<file path="src/hdl/lpd_pkg.sv">
// lpd_pkg: shared types and constants for the length prefix deframer
// no dependencies
`timescale 1ns / 1ps

package lpd_pkg;

   localparam int unsigned HEADER_LEN   = 4;
   localparam int unsigned HEADER_BITS  = 24;
   localparam int unsigned LEN_W        = 32;
   localparam int unsigned RUN_W        = 8;
   localparam int unsigned BYTE_W       = 8;
   localparam int unsigned STATUS_W     = 2;
   localparam int unsigned CSR_INDEX_W  = 2;
   localparam int unsigned CSR_DATA_W   = 32;

   localparam logic [LEN_W-1:0] RESET_MAX_FRAME_LEN = LEN_W'(10 * 1024 * 1024);
   localparam logic [RUN_W-1:0] RESET_MAX_EMPTY_RUN = RUN_W'(10);

   // result status codes
   localparam logic [STATUS_W-1:0] ST_PAYLOAD         = 2'd0;
   localparam logic [STATUS_W-1:0] ST_CLOSED_EMPTY    = 2'd1;
   localparam logic [STATUS_W-1:0] ST_CLOSED_OVERSIZE = 2'd2;

   // register indexes
   localparam logic [CSR_INDEX_W-1:0] CSR_MAX_FRAME_LEN = 2'd0;
   localparam logic [CSR_INDEX_W-1:0] CSR_MAX_EMPTY_RUN = 2'd1;

   typedef struct packed {
      logic [BYTE_W-1:0]   payload_byte;
      logic                frame_first;
      logic                frame_last;
      logic [STATUS_W-1:0] status;
   } rsp_type;

   typedef struct packed {
      logic    valid;
      rsp_type data;
   } rsp_push_type;

   typedef struct packed {
      logic closed;
      logic in_payload;
   } core_status_type;

endpackage

</file>
<file path="src/hdl/lpd_core.sv">
// lpd_core: header collection, payload pass-through and close detection
// depends on lpd_pkg
`timescale 1ns / 1ps

module lpd_core
   import lpd_pkg::*;
(
   input  logic                 clock,
   input  logic                 reset,
   input  logic                 accept,
   input  logic [BYTE_W-1:0]    rx_byte,
   input  logic [LEN_W-1:0]     max_frame_len,
   input  logic [RUN_W-1:0]     max_empty_run,
   output rsp_push_type         push,
   output core_status_type      core_status
);

   logic [1:0]             header_count_ff, header_count_in;
   logic [HEADER_BITS-1:0] header_bytes_ff, header_bytes_in;
   logic [LEN_W-1:0]       payload_left_ff, payload_left_in;
   logic                   payload_started_ff, payload_started_in;
   logic [RUN_W-1:0]       empty_run_ff, empty_run_in;
   logic                   closed_ff, closed_in;
   logic [LEN_W-1:0]       frame_len;
   logic [LEN_W-1:0]       left_dec;

   assign frame_len = {header_bytes_ff, rx_byte};
   assign left_dec  = payload_left_ff - LEN_W'(1);

   always_comb begin
      header_count_in    = header_count_ff;
      header_bytes_in    = header_bytes_ff;
      payload_left_in    = payload_left_ff;
      payload_started_in = payload_started_ff;
      empty_run_in       = empty_run_ff;
      closed_in          = closed_ff;
      push               = '0;
      if (accept && !closed_ff) begin
         if (payload_left_ff != '0) begin
            // payload byte
            push.valid             = 1'b1;
            push.data.payload_byte = rx_byte;
            push.data.frame_first  = !payload_started_ff;
            push.data.frame_last   = (payload_left_ff == LEN_W'(1));
            push.data.status       = ST_PAYLOAD;
            payload_left_in        = left_dec;
            payload_started_in     = (left_dec != '0);
         end else if (header_count_ff != 2'(HEADER_LEN - 1)) begin
            header_bytes_in = {header_bytes_ff[HEADER_BITS-BYTE_W-1:0], rx_byte};
            header_count_in = header_count_ff + 2'd1;
         end else begin
            header_count_in = '0;
            header_bytes_in = '0;
            if (frame_len == '0) begin
               if (empty_run_ff >= max_empty_run) begin
                  closed_in        = 1'b1;
                  push.valid       = 1'b1;
                  push.data.status = ST_CLOSED_EMPTY;
               end else begin
                  empty_run_in = empty_run_ff + RUN_W'(1);
               end
            end else begin
               empty_run_in = '0;
               if (frame_len > max_frame_len) begin
                  closed_in        = 1'b1;
                  push.valid       = 1'b1;
                  push.data.status = ST_CLOSED_OVERSIZE;
               end else begin
                  payload_left_in    = frame_len;
                  payload_started_in = 1'b0;
               end
            end
         end
      end
   end

   always_ff @(posedge clock) begin
      if (reset) begin
         header_count_ff    <= '0;
         header_bytes_ff    <= '0;
         payload_left_ff    <= '0;
         payload_started_ff <= 1'b0;
         empty_run_ff       <= '0;
         closed_ff          <= 1'b0;
      end else begin
         header_count_ff    <= header_count_in;
         header_bytes_ff    <= header_bytes_in;
         payload_left_ff    <= payload_left_in;
         payload_started_ff <= payload_started_in;
         empty_run_ff       <= empty_run_in;
         closed_ff          <= closed_in;
      end
   end

   assign core_status.closed     = closed_ff;
   assign core_status.in_payload = (payload_left_ff != '0);

endmodule

</file>
<file path="src/hdl/lpd_out_buf.sv">
// lpd_out_buf: two-entry result buffer decoupling the request side from rsp_stall
// depends on lpd_pkg
`timescale 1ns / 1ps

module lpd_out_buf
   import lpd_pkg::*;
(
   input  logic         clock,
   input  logic         reset,
   input  rsp_push_type push,
   output logic         full,
   output logic         rsp_valid,
   input  logic         rsp_stall,
   output rsp_type      rsp_data
);

   logic [1:0] count_ff, count_in;
   rsp_type    slot0_ff, slot0_in;
   rsp_type    slot1_ff, slot1_in;
   logic       pop;
   logic [1:0] wr_pos;

   assign pop    = (count_ff != 2'd0) && !rsp_stall;
   assign wr_pos = count_ff - {1'b0, pop};

   always_comb begin
      slot0_in = slot0_ff;
      slot1_in = slot1_ff;
      if (pop) begin
         slot0_in = slot1_ff;
      end
      if (push.valid) begin
         if (wr_pos == 2'd0) begin
            slot0_in = push.data;
         end else begin
            slot1_in = push.data;
         end
      end
      count_in = count_ff + {1'b0, push.valid} - {1'b0, pop};
   end

   always_ff @(posedge clock) begin
      if (reset) begin
         count_ff <= '0;
      end else begin
         count_ff <= count_in;
      end
   end

   always_ff @(posedge clock) begin
      slot0_ff <= slot0_in;
      slot1_ff <= slot1_in;
   end

   assign full      = (count_ff == 2'd2);
   assign rsp_valid = (count_ff != 2'd0);
   assign rsp_data  = slot0_ff;

endmodule

</file>
<file path="src/hdl/length_prefix_deframer.sv">
// length_prefix_deframer: top level, configuration registers, core and result buffer
// depends on lpd_pkg, lpd_core, lpd_out_buf
// a result is registered in the result buffer and reaches rsp_* behind any results still waiting
// throughput: one request per cycle while req_stall is low; req_stall rises only when two results wait
// reset: synchronous, clears frame state, close flag and the result buffer,
// and loads max_frame_len = 10485760 and max_empty_run = 10
`timescale 1ns / 1ps

module length_prefix_deframer
   import lpd_pkg::*;
(
   input  logic                   clock,
   input  logic                   reset,
   input  logic                   req_valid,
   output logic                   req_stall,
   input  logic [BYTE_W-1:0]      req_rx_byte,
   output logic                   rsp_valid,
   input  logic                   rsp_stall,
   output logic [BYTE_W-1:0]      rsp_payload_byte,
   output logic                   rsp_frame_first,
   output logic                   rsp_frame_last,
   output logic [STATUS_W-1:0]    rsp_status,
   input  logic                   csr_wr_en,
   input  logic [CSR_INDEX_W-1:0] csr_index,
   input  logic [CSR_DATA_W-1:0]  csr_data
);

   logic [LEN_W-1:0] max_frame_len_ff;
   logic [RUN_W-1:0] max_empty_run_ff;
   logic             req_accept;
   logic             buf_full;
   rsp_push_type     push;
   rsp_type          rsp_data;
   core_status_type  core_status;

   always_ff @(posedge clock) begin
      if (reset) begin
         max_frame_len_ff <= RESET_MAX_FRAME_LEN;
         max_empty_run_ff <= RESET_MAX_EMPTY_RUN;
      end else if (csr_wr_en) begin
         unique case (csr_index)
            CSR_MAX_FRAME_LEN: max_frame_len_ff <= csr_data[LEN_W-1:0];
            CSR_MAX_EMPTY_RUN: max_empty_run_ff <= csr_data[RUN_W-1:0];
            default: ;
         endcase
      end
   end

   assign req_stall  = buf_full;
   assign req_accept = req_valid && !req_stall;

   lpd_core u_core (
      .clock         (clock),
      .reset         (reset),
      .accept        (req_accept),
      .rx_byte       (req_rx_byte),
      .max_frame_len (max_frame_len_ff),
      .max_empty_run (max_empty_run_ff),
      .push          (push),
      .core_status   (core_status)
   );

   lpd_out_buf u_out_buf (
      .clock     (clock),
      .reset     (reset),
      .push      (push),
      .full      (buf_full),
      .rsp_valid (rsp_valid),
      .rsp_stall (rsp_stall),
      .rsp_data  (rsp_data)
   );

   assign rsp_payload_byte = rsp_data.payload_byte;
   assign rsp_frame_first  = rsp_data.frame_first;
   assign rsp_frame_last   = rsp_data.frame_last;
   assign rsp_status       = rsp_data.status;

   // a close report is followed by the closed state
   a_close_sets_closed: assert property (@(posedge clock) disable iff (reset)
      (push.valid && push.data.status != ST_PAYLOAD) |=> core_status.closed)
      else $error("close report without closed state");

   // nothing is produced once closed
   a_no_result_after_close: assert property (@(posedge clock) disable iff (reset)
      core_status.closed |-> !push.valid)
      else $error("result produced after close");

   // a stall on the request side only while results are waiting
   a_stall_needs_result: assert property (@(posedge clock) disable iff (reset)
      req_stall |-> rsp_valid)
      else $error("request stalled with no result pending");

   // payload results only come while a frame is in progress
   a_payload_in_frame: assert property (@(posedge clock) disable iff (reset)
      (push.valid && push.data.status == ST_PAYLOAD) |-> core_status.in_payload)
      else $error("payload byte outside a frame");

endmodule

</file>
<file path="config.mk">
export PLATFORM = sky130hd
export DESIGN_NAME = length_prefix_deframer
export DESIGN_NICKNAME = d
export VERILOG_FILES = /design/src/hdl/lpd_pkg.sv /design/src/hdl/lpd_core.sv /design/src/hdl/lpd_out_buf.sv /design/src/hdl/length_prefix_deframer.sv
export SDC_FILE = /design/constraint.sdc
export NUM_CORES = 1
export LEC_CHECK = 0
export BUFFER_PORTS_ARGS = -buffer_cell sky130_fd_sc_hd__clkbuf_2
export CORE_UTILIZATION = 45
export CTS_CLUSTER_DIAMETER = 60
export DETAILED_ROUTE_END_ITERATION = 10
export HOLD_SLACK_MARGIN = 0.03
export SLEW_MARGIN = 20
export SYNTH_ARGS = -nofsm -noshare
export SYNTH_HDL_FRONTEND = slang
export SYNTH_SLANG_ARGS = --single-unit
</file>
<file path="constraint.sdc">
create_clock -name clock -period 5.3 [get_ports clock]
set_input_delay 0.265 -clock clock [delete_from_list [all_inputs] [get_ports clock]]
set_output_delay 0.265 -clock clock [all_outputs]
set_load 0.005 [all_outputs]
</file>
==> flow_summary.yaml, run 1 <==
cts:
  worstSkewPairLatency_ns: 0.42
  cts-htree-levels: 4
  cts_hold_buffers: 0
  clockBufferDepth: 2
  cts_resized: 0
  clkSinkCount: 134
  post_cts_buffers: 0
  cts_buffers: 17
  cts_tree: "done"
  ctsRootBufferMaster: "clkbuf_16"
  clkTransAtPathRegs_ns: 0.06
worst_setup_path:
  r2r_end: "u_core.empty_run_ff[5]"
  arrival_ns: 4.10
  crit_required_ns: 5.61
  r2r_setup_slack_ns: 1.52
  cp_max_fo: 21
  cp_common_cell: "nand2_1"
  path_cells: "nor4_2 > nand2_1 > nor2_2 > nand2_1 > a211oi_2 > nand4_1 > xor2_1 > nor2_1"
  crit_slowest_cell: "nor4_2"
  slowest_delay_ns: 0.70
  end_kind: "register"
  r2r-start: "u_core.payload_left_ff[17]"
  start_kind: "register"
  crit_type: "register to register"
  ff2ff_path_depth: 8
hold_path:
  min-delay-start: "csr_data[16]"
  whs_endpoint: "max_frame_len_ff[16]"
  hold_class: "input pin to register"
  whs_path_depth: 3
placed_design:
  pre_cts_slack_ns: 1.63
  globalplace.congestion: 0.930
  port_buffers: 60
  dp_hpwl_mm: 15.4
logic_synthesis:
  ys_types: 70
  synth_seq_cells: 134
  syn_area_um2: 7300
  avgSynthCellArea_um2: 8.17
  synthFlopType: "dfxtp_1"
  ys_warn_count: 0
  syn_inst: 893
  yosysSeqAreaShare_pct: 38.4
  synth-async-reset-ratio_pct: 0
  synth_top_area_share_pct: 33.5
  syn_nets: 987
  synth_edf_count: 12
  synth_area_leader_cell: "dfxtp_1"
  yosys-top-cells-area: "dfxtp_1, ha_1, nand2_1"
die:
  rows: 46
  die_h_um: 129
  initial_utilization_pct: 46.0
  fp.coreArea_um2: 15900
  ios: 61
  die_w_um: 129
  dieArea_um2: 16700
global_route:
  antenna_found_initial: 0
  grt_pass1_vias: 6156
  grt_max_degree: 82
  grt_util_all_layers_pct: 26.9
  grt_pass1_wl_mm: 33.8
  grt_overflow: 0
timing:
  relSlewSlack_pct: 35.9
  fmax_mhz: 264
  fin_crit_sh_pct: 71.4
  clock_skew_ns: 0.00776
  tightest_slew_ns: 0.960
  setup_slack_ns: 1.52
  rsz0062_at_grt: "no"
  fin_setup_tns_ns: 0
  finalHoldViolations: 0
  period_minus_slack_ns: 3.78
  maxSlewViolCount: 0
  finalSetupViolCount: 0
layout:
  area_delta_synth_final_pct: 14.8
  insertedDiodeCount: 0
  nets: 1025
  fin_util_pct: 52.7
  drive_gt1_share_pct: 13.5
routing:
  drtAntennaViolNets: 0
  via_per_inst: 5.82
  wl_per_cell_um: 18.6
  wirelength_mm: 21.6
  first_pass_iters: 5
  drt_iter0_drc: 537
  drc_errors: 0
  dr_total_vias: 6747
pwr:
  p_per_area_nw_per_um2: 722
  p_leak_nw: 3.40
  peakVddDrop_uv: 337
job:
  maxCapViolCount: 0
outcome:
  status: "finished clean"
report_power, final:
| group | switching (mW) | internal (mW) | leakage, nW |
|---|---|---|---|
| Clock | 0.465 | 0.807 | 0.312 |
| Combinational | 2.09 | 1.12 | 1.97 |
| Sequential | 0.269 | 1.29 | 1.11 |
cells in the final DEF, fill, tap and decap left out, drive strengths merged, types with 19 or more instances in the layout:
cell    instances
nor2           67
inv            58
o21ai          34
nand3          19
nor3           36
a21oi          84
mux2i          24
dfxtp         122
ha             47
clkbuf         81
nand2         128
nor4           26
a22oi          25
synth_stat cells (8+ instances only):
cell	number
edfxtp_1	12
and2_1	9
nor2_1	66
buf_2	8
dfxtp_1	122
nor3_1	34
or3_1	8
inv_1	56
nand3_1	19
or4_1	8
clkbuf_1	36
a21oi_1	83
ha_1	47
nand2_1	128
xor2_1	10
o21ai_0	30
a22oi_1	25
mux2i_1	24
nand4_1	16
nor4_1	24
stage by stage:
step                      cells  total power, mW  area (µm²)  hold slack (ns)
after floorplan             893             3.82        7300            0.401
after global placement     1128             4.74        7740            0.445
after detailed placement   1128             4.70        7740            0.450
after CTS                  1160             5.99        8370           0.0413
after global routing       1160             6.40        8380           0.0650
final                      1160             6.05        8380           0.0565
layout make-up:
cell class	count	area, µm²
Timing Repair Buffer	69	370
Clock inverter	10	139
Fill cell	1604	7510
Clock buffer	22	495
Inverter	56	210
Sequential cell	134	2800
Multi-Input combinational cell	653	4090
Tap cell	216	270
metal layers:
layer	track usage (%)	wire (µm)	up-vias
met3	7.10	1700	46
li1	-	-	3277
met2	41.3	9540	262
met1	35.8	9770	3162
met4	10.8	589	0
met5	0	0	-
worst max path at each step:
| stage | start | endpoint | slack (ns) | depth (start not counted) |
|---|---|---|---|---|
| CTS | u_core.payload_left_ff[17] | u_core.empty_run_ff[5] | 1.63 | 8 |
| global placement | u_core.payload_left_ff[17] | u_core.empty_run_ff[7] | 1.56 | 8 |
| detailed placement | req_rx_byte[5] | u_core.payload_left_ff[25] | 1.63 | 11 |
| finish | u_core.payload_left_ff[17] | u_core.empty_run_ff[5] | 1.52 | 8 |
| global route | u_core.payload_left_ff[17] | u_core.empty_run_ff[7] | 1.25 | 8 |
| floorplan | max_frame_len_ff[9] | u_core.payload_left_ff[18] | 2.54 | 11 |
state kept, by name, summed over array words and instances, names as in the netlist:
| signal | flops |
|---|---|
| u_core.empty_run_ff | 8 |
| u_core.payload_started_ff | 1 |
| max_empty_run_ff | 8 |
| u_core.payload_left_ff | 32 |
| max_frame_len_ff | 32 |
| u_out_buf.count_ff | 2 |
| u_core.closed_ff | 1 |
| u_core.header_count_ff | 2 |
| u_out_buf.rsp_data | 12 |
| u_core.header_bytes_ff | 24 |
| u_out_buf.slot1_ff | 12 |
critical path, delay by kind of cell (launching register included):
family	cells	cell delay, ns
AOI/OAI and AO/OA	1	0.67
xor gates and xnor gates	1	0.16
DFF	1	0.41
and+or+nand+nor	6	2.44
cells by family after synthesis:
| family | after synthesis | synth area share (%) |
|---|---|---|
| buffers and inverters | 106 | 5.79 |
| and+or+nand+nor | 355 | 24.0 |
| DFF | 134 | 38.4 |
| xor gates and xnor gates | 16 | 1.92 |
| muxes | 28 | 3.91 |
| adders and majority gates | 47 | 8.06 |
| AOI/OAI and AO/OA | 207 | 17.9 |
Power figures use the tool's default switching activity.
==> run 2, diff against run 1 <==
--- a/config.mk
+++ b/config.mk
@@ -10,6 +10,7 @@
 export CTS_CLUSTER_DIAMETER = 60
 export DETAILED_ROUTE_END_ITERATION = 10
 export HOLD_SLACK_MARGIN = 0.03
+export PLACE_DENSITY = 0.65
 export SLEW_MARGIN = 20
 export SYNTH_ARGS = -nofsm -noshare
 export SYNTH_HDL_FRONTEND = slang
==> constraint.sdc (replaced) <==
create_clock -name clock -period 3.4 [get_ports clock]
set_input_delay 0.17 -clock clock [delete_from_list [all_inputs] [get_ports clock]]
set_output_delay 0.17 -clock clock [all_outputs]
set_load 0.005 [all_outputs]
==> flow_summary.yaml, run 2 (same netlist as run 1, synthesis figures left out) <==
layout:
  final_common_cell: "nand2_1"
  nets: 1099
  layout_common_cells: "nand2_1, dfxtp_1, a21oi_1, nor2_1, clkbuf_2"
  insertedDiodeCount: 0
  drive_gt1_share_pct: 16.6
  fin_util_pct: 56.3
  top_regs: "max_frame_len_ff x32, u_core.payload_left_ff x32, u_core.header_bytes_ff x24"
  area_delta_synth_final_pct: 22.4
global_route:
  grt_max_degree: 66
  grt_util_met2_pct: 45.2
  antenna_found_initial: 0
  grt_busiest_layer: "met2"
  grt_pass1_vias: 6751
  use_met1_pct: 37.0
  grt_util_all_layers_pct: 28.3
  grtUsageMet3_pct: 7.47
  grt_overflow: 0
  grt_pass1_wl_mm: 35.9
worst_setup_path:
  arrival_ns: 3.43
  crit_required_ns: 3.71
  crit_type: "register to register"
  crit_slowest_cell: "a211oi_1"
  start_kind: "register"
  r2r-start: "u_core.payload_left_ff[9]"
  cp_common_cell: "nor2_1"
  path_cells: "nor3_1 > nand4_2 > nor2_1 > nand2_1 > a211oi_1 > nand4_1 > xor2_1 > nor2_1"
  end_kind: "register"
  cp_max_fo: 8
  crit_path_start: "u_core.payload_left_ff[9]"
  slowest_delay_ns: 0.52
timing:
  finalHoldViolations: 0
  relSlewSlack_pct: 51.9
  fmax_mhz: 321
  setup_slack_ns: 0.285
  rsz0062_at_grt: "no"
  maxSlewViolCount: 0
  fin_setup_tns_ns: 0
  period_minus_slack_ns: 3.11
  finalSetupViolCount: 0
  tightest_slew_ns: 0.722
  fin_crit_sh_pct: 91.6
  clock_skew_ns: 0.00826
pwr:
  finalPower_mw: 9.42
  p_leak_nw: 3.70
  peakVddDrop_uv: 578
  p_per_area_nw_per_um2: 1050
routing:
  wirelength_mm: 21.9
  drtAntennaViolNets: 0
  dr_total_vias: 6945
  drt_iter0_drc: 566
  drc_errors: 0
  via_per_inst: 5.63
  first_pass_iters: 6
  wl_per_cell_um: 17.7
cts:
  cts_buffers: 17
  ctsRootBufferMaster: "clkbuf_16"
  clkTransAtPathRegs_ns: 0.06
  worstSkewPairLatency_ns: 0.43
  cts_tree: "done"
  clockBufferDepth: 2
  cts-htree-levels: 4
  clkSinkCount: 134
die:
  rows: 46
  ios: 61
  dieArea_um2: 16700
  die_w_um: 129
  die_h_um: 129
  fp.coreArea_um2: 15900
  initial_utilization_pct: 46.0
hold_path:
  hold_class: "input pin to register"
  min-delay-start: "csr_index[1]"
placed_design:
  pre_cts_slack_ns: 0.167
  port_buffers: 60
  globalplace.congestion: 0.939
  dp_hpwl_mm: 15.5
job:
  maxCapViolCount: 0
outcome:
  status: "finished clean"
-- run 2: cell types whose count changed in the layout (fill, tap and decap cells not counted), moves of 2 or more --
cell,previous run,this run
buf_4,10,52
dlygate4sd3_1,0,32
clkbuf_8,3,0
inv_4,0,3
bufinv_16,3,1
clkinvlp_4,1,3
-- run 2: metal layers --
metal  vias up  wire length [µm]
li1       3420                 -
met1      3240              9690
met2       254              9940
met3        31              1800
met4         0               433
met5         -                 0
-- run 2: path summary, 6_finish.rpt --
kind / endpoint / slack [ns] / cells past startpoint
worst min-delay path: max_frame_len_ff[5] / 0.10 / 4
worst max-delay path: u_core.empty_run_ff[4] / 0.29 / 8
worst min register to register: max_frame_len_ff[14] / 0.46 / 2
worst max register to register: u_core.empty_run_ff[4] / 0.29 / 8
-- run 2: critical path: cells and delay by family, from the launching register on --
| family | cells | cell delay [ns] |
|---|---|---|
| compound gates | 1 | 0.52 |
| simple gates | 6 | 1.93 |
| xor+xnor | 1 | 0.17 |
| flops | 1 | 0.38 |
-- run 2: power by group --
part	switching [mW]	internal, mW	leakage, nW
sequential	0.381	2.01	1.11
combinational	3.15	2.11	2.32
clock	0.753	1.01	0.268
-- run 2: timing repair --
item                                    4_1_cts  5_1_grt
setup buffers                                 0        1
hold buffers                                 32        0
endpoints found under the setup margin        0       16
hold endpoints to repair                     39        0
resized for setup                             0        2
-- run 2: layout make-up --
class / instances / area [µm²]
Clock inverter: 14 / 125
Sequential cell: 134 / 2800
Fill cell: 1488 / 6950
Clock buffer: 18 / 429
Timing Repair Buffer: 143 / 1010
Multi-Input combinational cell: 653 / 4090
Inverter: 56 / 210
Tap cell: 216 / 270
-- run 2: stage by stage --
step / std cells / hold WS, ns / cell area [µm²]
global placement: 1169 / 0.392 / 8050
CTS: 1233 / 0.0943 / 8920
finish: 1234 / 0.101 / 8940
detailed placement: 1169 / 0.398 / 8050
floorplan: 893 / 0.306 / 7300
global route: 1234 / 0.128 / 8940
==> run 3, diff against run 2 <==
--- a/config.mk
+++ b/config.mk
@@ -6,11 +6,12 @@
 export NUM_CORES = 1
 export LEC_CHECK = 0
 export BUFFER_PORTS_ARGS = -buffer_cell sky130_fd_sc_hd__clkbuf_2
-export CORE_UTILIZATION = 45
+export CAP_MARGIN = 20
+export CORE_UTILIZATION = 51
 export CTS_CLUSTER_DIAMETER = 60
 export DETAILED_ROUTE_END_ITERATION = 10
 export HOLD_SLACK_MARGIN = 0.03
-export PLACE_DENSITY = 0.65
+export PLACE_DENSITY = 0.72
 export SLEW_MARGIN = 20
 export SYNTH_ARGS = -nofsm -noshare
 export SYNTH_HDL_FRONTEND = slang
==> flow_summary.yaml, run 3 (same netlist as run 1, synthesis figures left out) <==
routing:
  drtAntennaViolNets: 0
  drc_errors: 0
  wl_per_cell_um: 18.3
  wirelength_mm: 21.8
  dr_total_vias: 7076
  via_per_inst: 5.93
  first_pass_iters: 8
  drt_iter0_drc: 715
worst_setup_path:
  crit_slowest_cell: "or4b_2"
  cp_max_fo: 18
  crit_type: "register to register"
  end_kind: "register"
  start_kind: "register"
  path_buf_inv: 3
  arrival_ns: 3.51
  slowest_delay_ns: 0.63
  path_cells: "inv_1 > ha_1 > nand4_1 > nor3_1 > a21boi_0 > or4b_2 > o211ai_1 > buf_4 > a21o_1 > buf_4 > nand2_1 > o32ai_1"
  cp_top_family: "simple AND/OR/NAND/NOR gates"
  crit_required_ns: 3.73
  cp_common_cell: "buf_4"
timing:
  clock_skew_ns: 0.00628
  finalSetupViolCount: 0
  tightest_slew_ns: 0.672
  fin_crit_sh_pct: 93.4
  fin_setup_tns_ns: 0
  fmax_mhz: 315
  relSlewSlack_pct: 55.2
  maxSlewViolCount: 0
  setup_slack_ns: 0.224
  finalHoldViolations: 0
  rsz0062_at_grt: "no"
  period_minus_slack_ns: 3.18
cts:
  cts_buffers: 17
  clockBufferDepth: 2
  clkTransAtPathRegs_ns: 0.06
  cts-htree-levels: 4
  ctsRootBufferMaster: "clkbuf_16"
  cts_tree: "done"
  clkSinkCount: 134
  worstSkewPairLatency_ns: 0.43
die:
  dieArea_um2: 14800
  ios: 61
  rows: 43
  die_h_um: 122
  initial_utilization_pct: 52.4
  die_w_um: 122
  fp.coreArea_um2: 13900
layout:
  layout_common_cells: "nand2_1, dfxtp_1, a21oi_1, nor2_1, clkbuf_2"
  final_area_um2: 8890
  insertedDiodeCount: 0
  top_regs: "max_frame_len_ff x32, u_core.payload_left_ff x32, u_core.header_bytes_ff x24"
  drive_gt1_share_pct: 16.0
  nets: 1096
  final_common_cell: "nand2_1"
  fin_util_pct: 63.8
  area_delta_synth_final_pct: 21.7
global_route:
  grt_util_all_layers_pct: 31.1
  grt_max_degree: 61
  grt_pass1_wl_mm: 34.8
  antenna_found_initial: 0
  grt_pass1_vias: 6576
  grt_overflow: 0
pwr:
  finalPower_mw: 9.52
  p_leak_nw: 3.68
  p_per_area_nw_per_um2: 1070
  peakVddDrop_uv: 640
placed_design:
  place_area_um2: 8000
  port_buffers: 60
  dp_hpwl_mm: 15.2
  pre_cts_slack_ns: 0.245
  globalplace.congestion: 0.992
hold_path:
  hold_class: "input pin to register"
job:
  maxCapViolCount: 0
outcome:
  status: "finished clean"
[run 3: tightest hold or removal path: stages]
cell      delay [ns]
clkbuf_2        0.10
nor3b_2         0.08
nand2_1         0.07
a21oi_1         0.05
[run 3: area by class of cell]
class / instances / area, µm²
clock buffer: 17 / 425
clock inverter: 14 / 134
tap: 180 / 225
inverter: 56 / 210
sequential: 134 / 2800
multi-input combinational: 653 / 4090
timing repair buffer: 140 / 996
fill: 1176 / 5050
[run 3: routing by layer]
layer  global-route usage (%)  part of all wire (%)
met5                        0                     0
met4                     14.4                   3.8
met3                     7.68                   8.8
met2                     48.9                    46
met1                     40.1                    42
[run 3: timing repair]
action / 4_1_cts / 5_1_grt
setup buffers: 0 / 0
hold buffers: 32 / 0
hold endpoints to repair: 40 / 0
resized for setup: 0 / 2
setup endpoints to repair: 0 / 13
[run 3: stage by stage]
| step | hold WS, ns | cells |
|---|---|---|
| 2_1_floorplan | 0.306 | 893 |
| 3_3_place_gp | 0.393 | 1131 |
| 3_5_place_dp | 0.397 | 1131 |
| 4_1_cts | 0.0843 | 1194 |
| 5_1_grt | 0.117 | 1194 |
| 6_report | 0.107 | 1194 |
[run 3: path summary, 6_finish.rpt]
path	startpoint	endpoint	slack, ns	cells after the start
max	max_frame_len_ff[13]	u_core.payload_left_ff[17]	0.22	12
min	csr_index[1]	max_frame_len_ff[3]	0.11	4
max reg2reg	max_frame_len_ff[13]	u_core.payload_left_ff[17]	0.22	12
min reg2reg	max_frame_len_ff[24]	max_frame_len_ff[24]	0.45	2
[run 3: report_power, final]
part | internal [mW] | total (mW) | switching, mW
sequential | 2.01 | 2.39 | 0.378
clock | 1.06 | 1.78 | 0.718
combinational | 2.11 | 5.35 | 3.24
total | 5.19 | 9.52 | 4.34
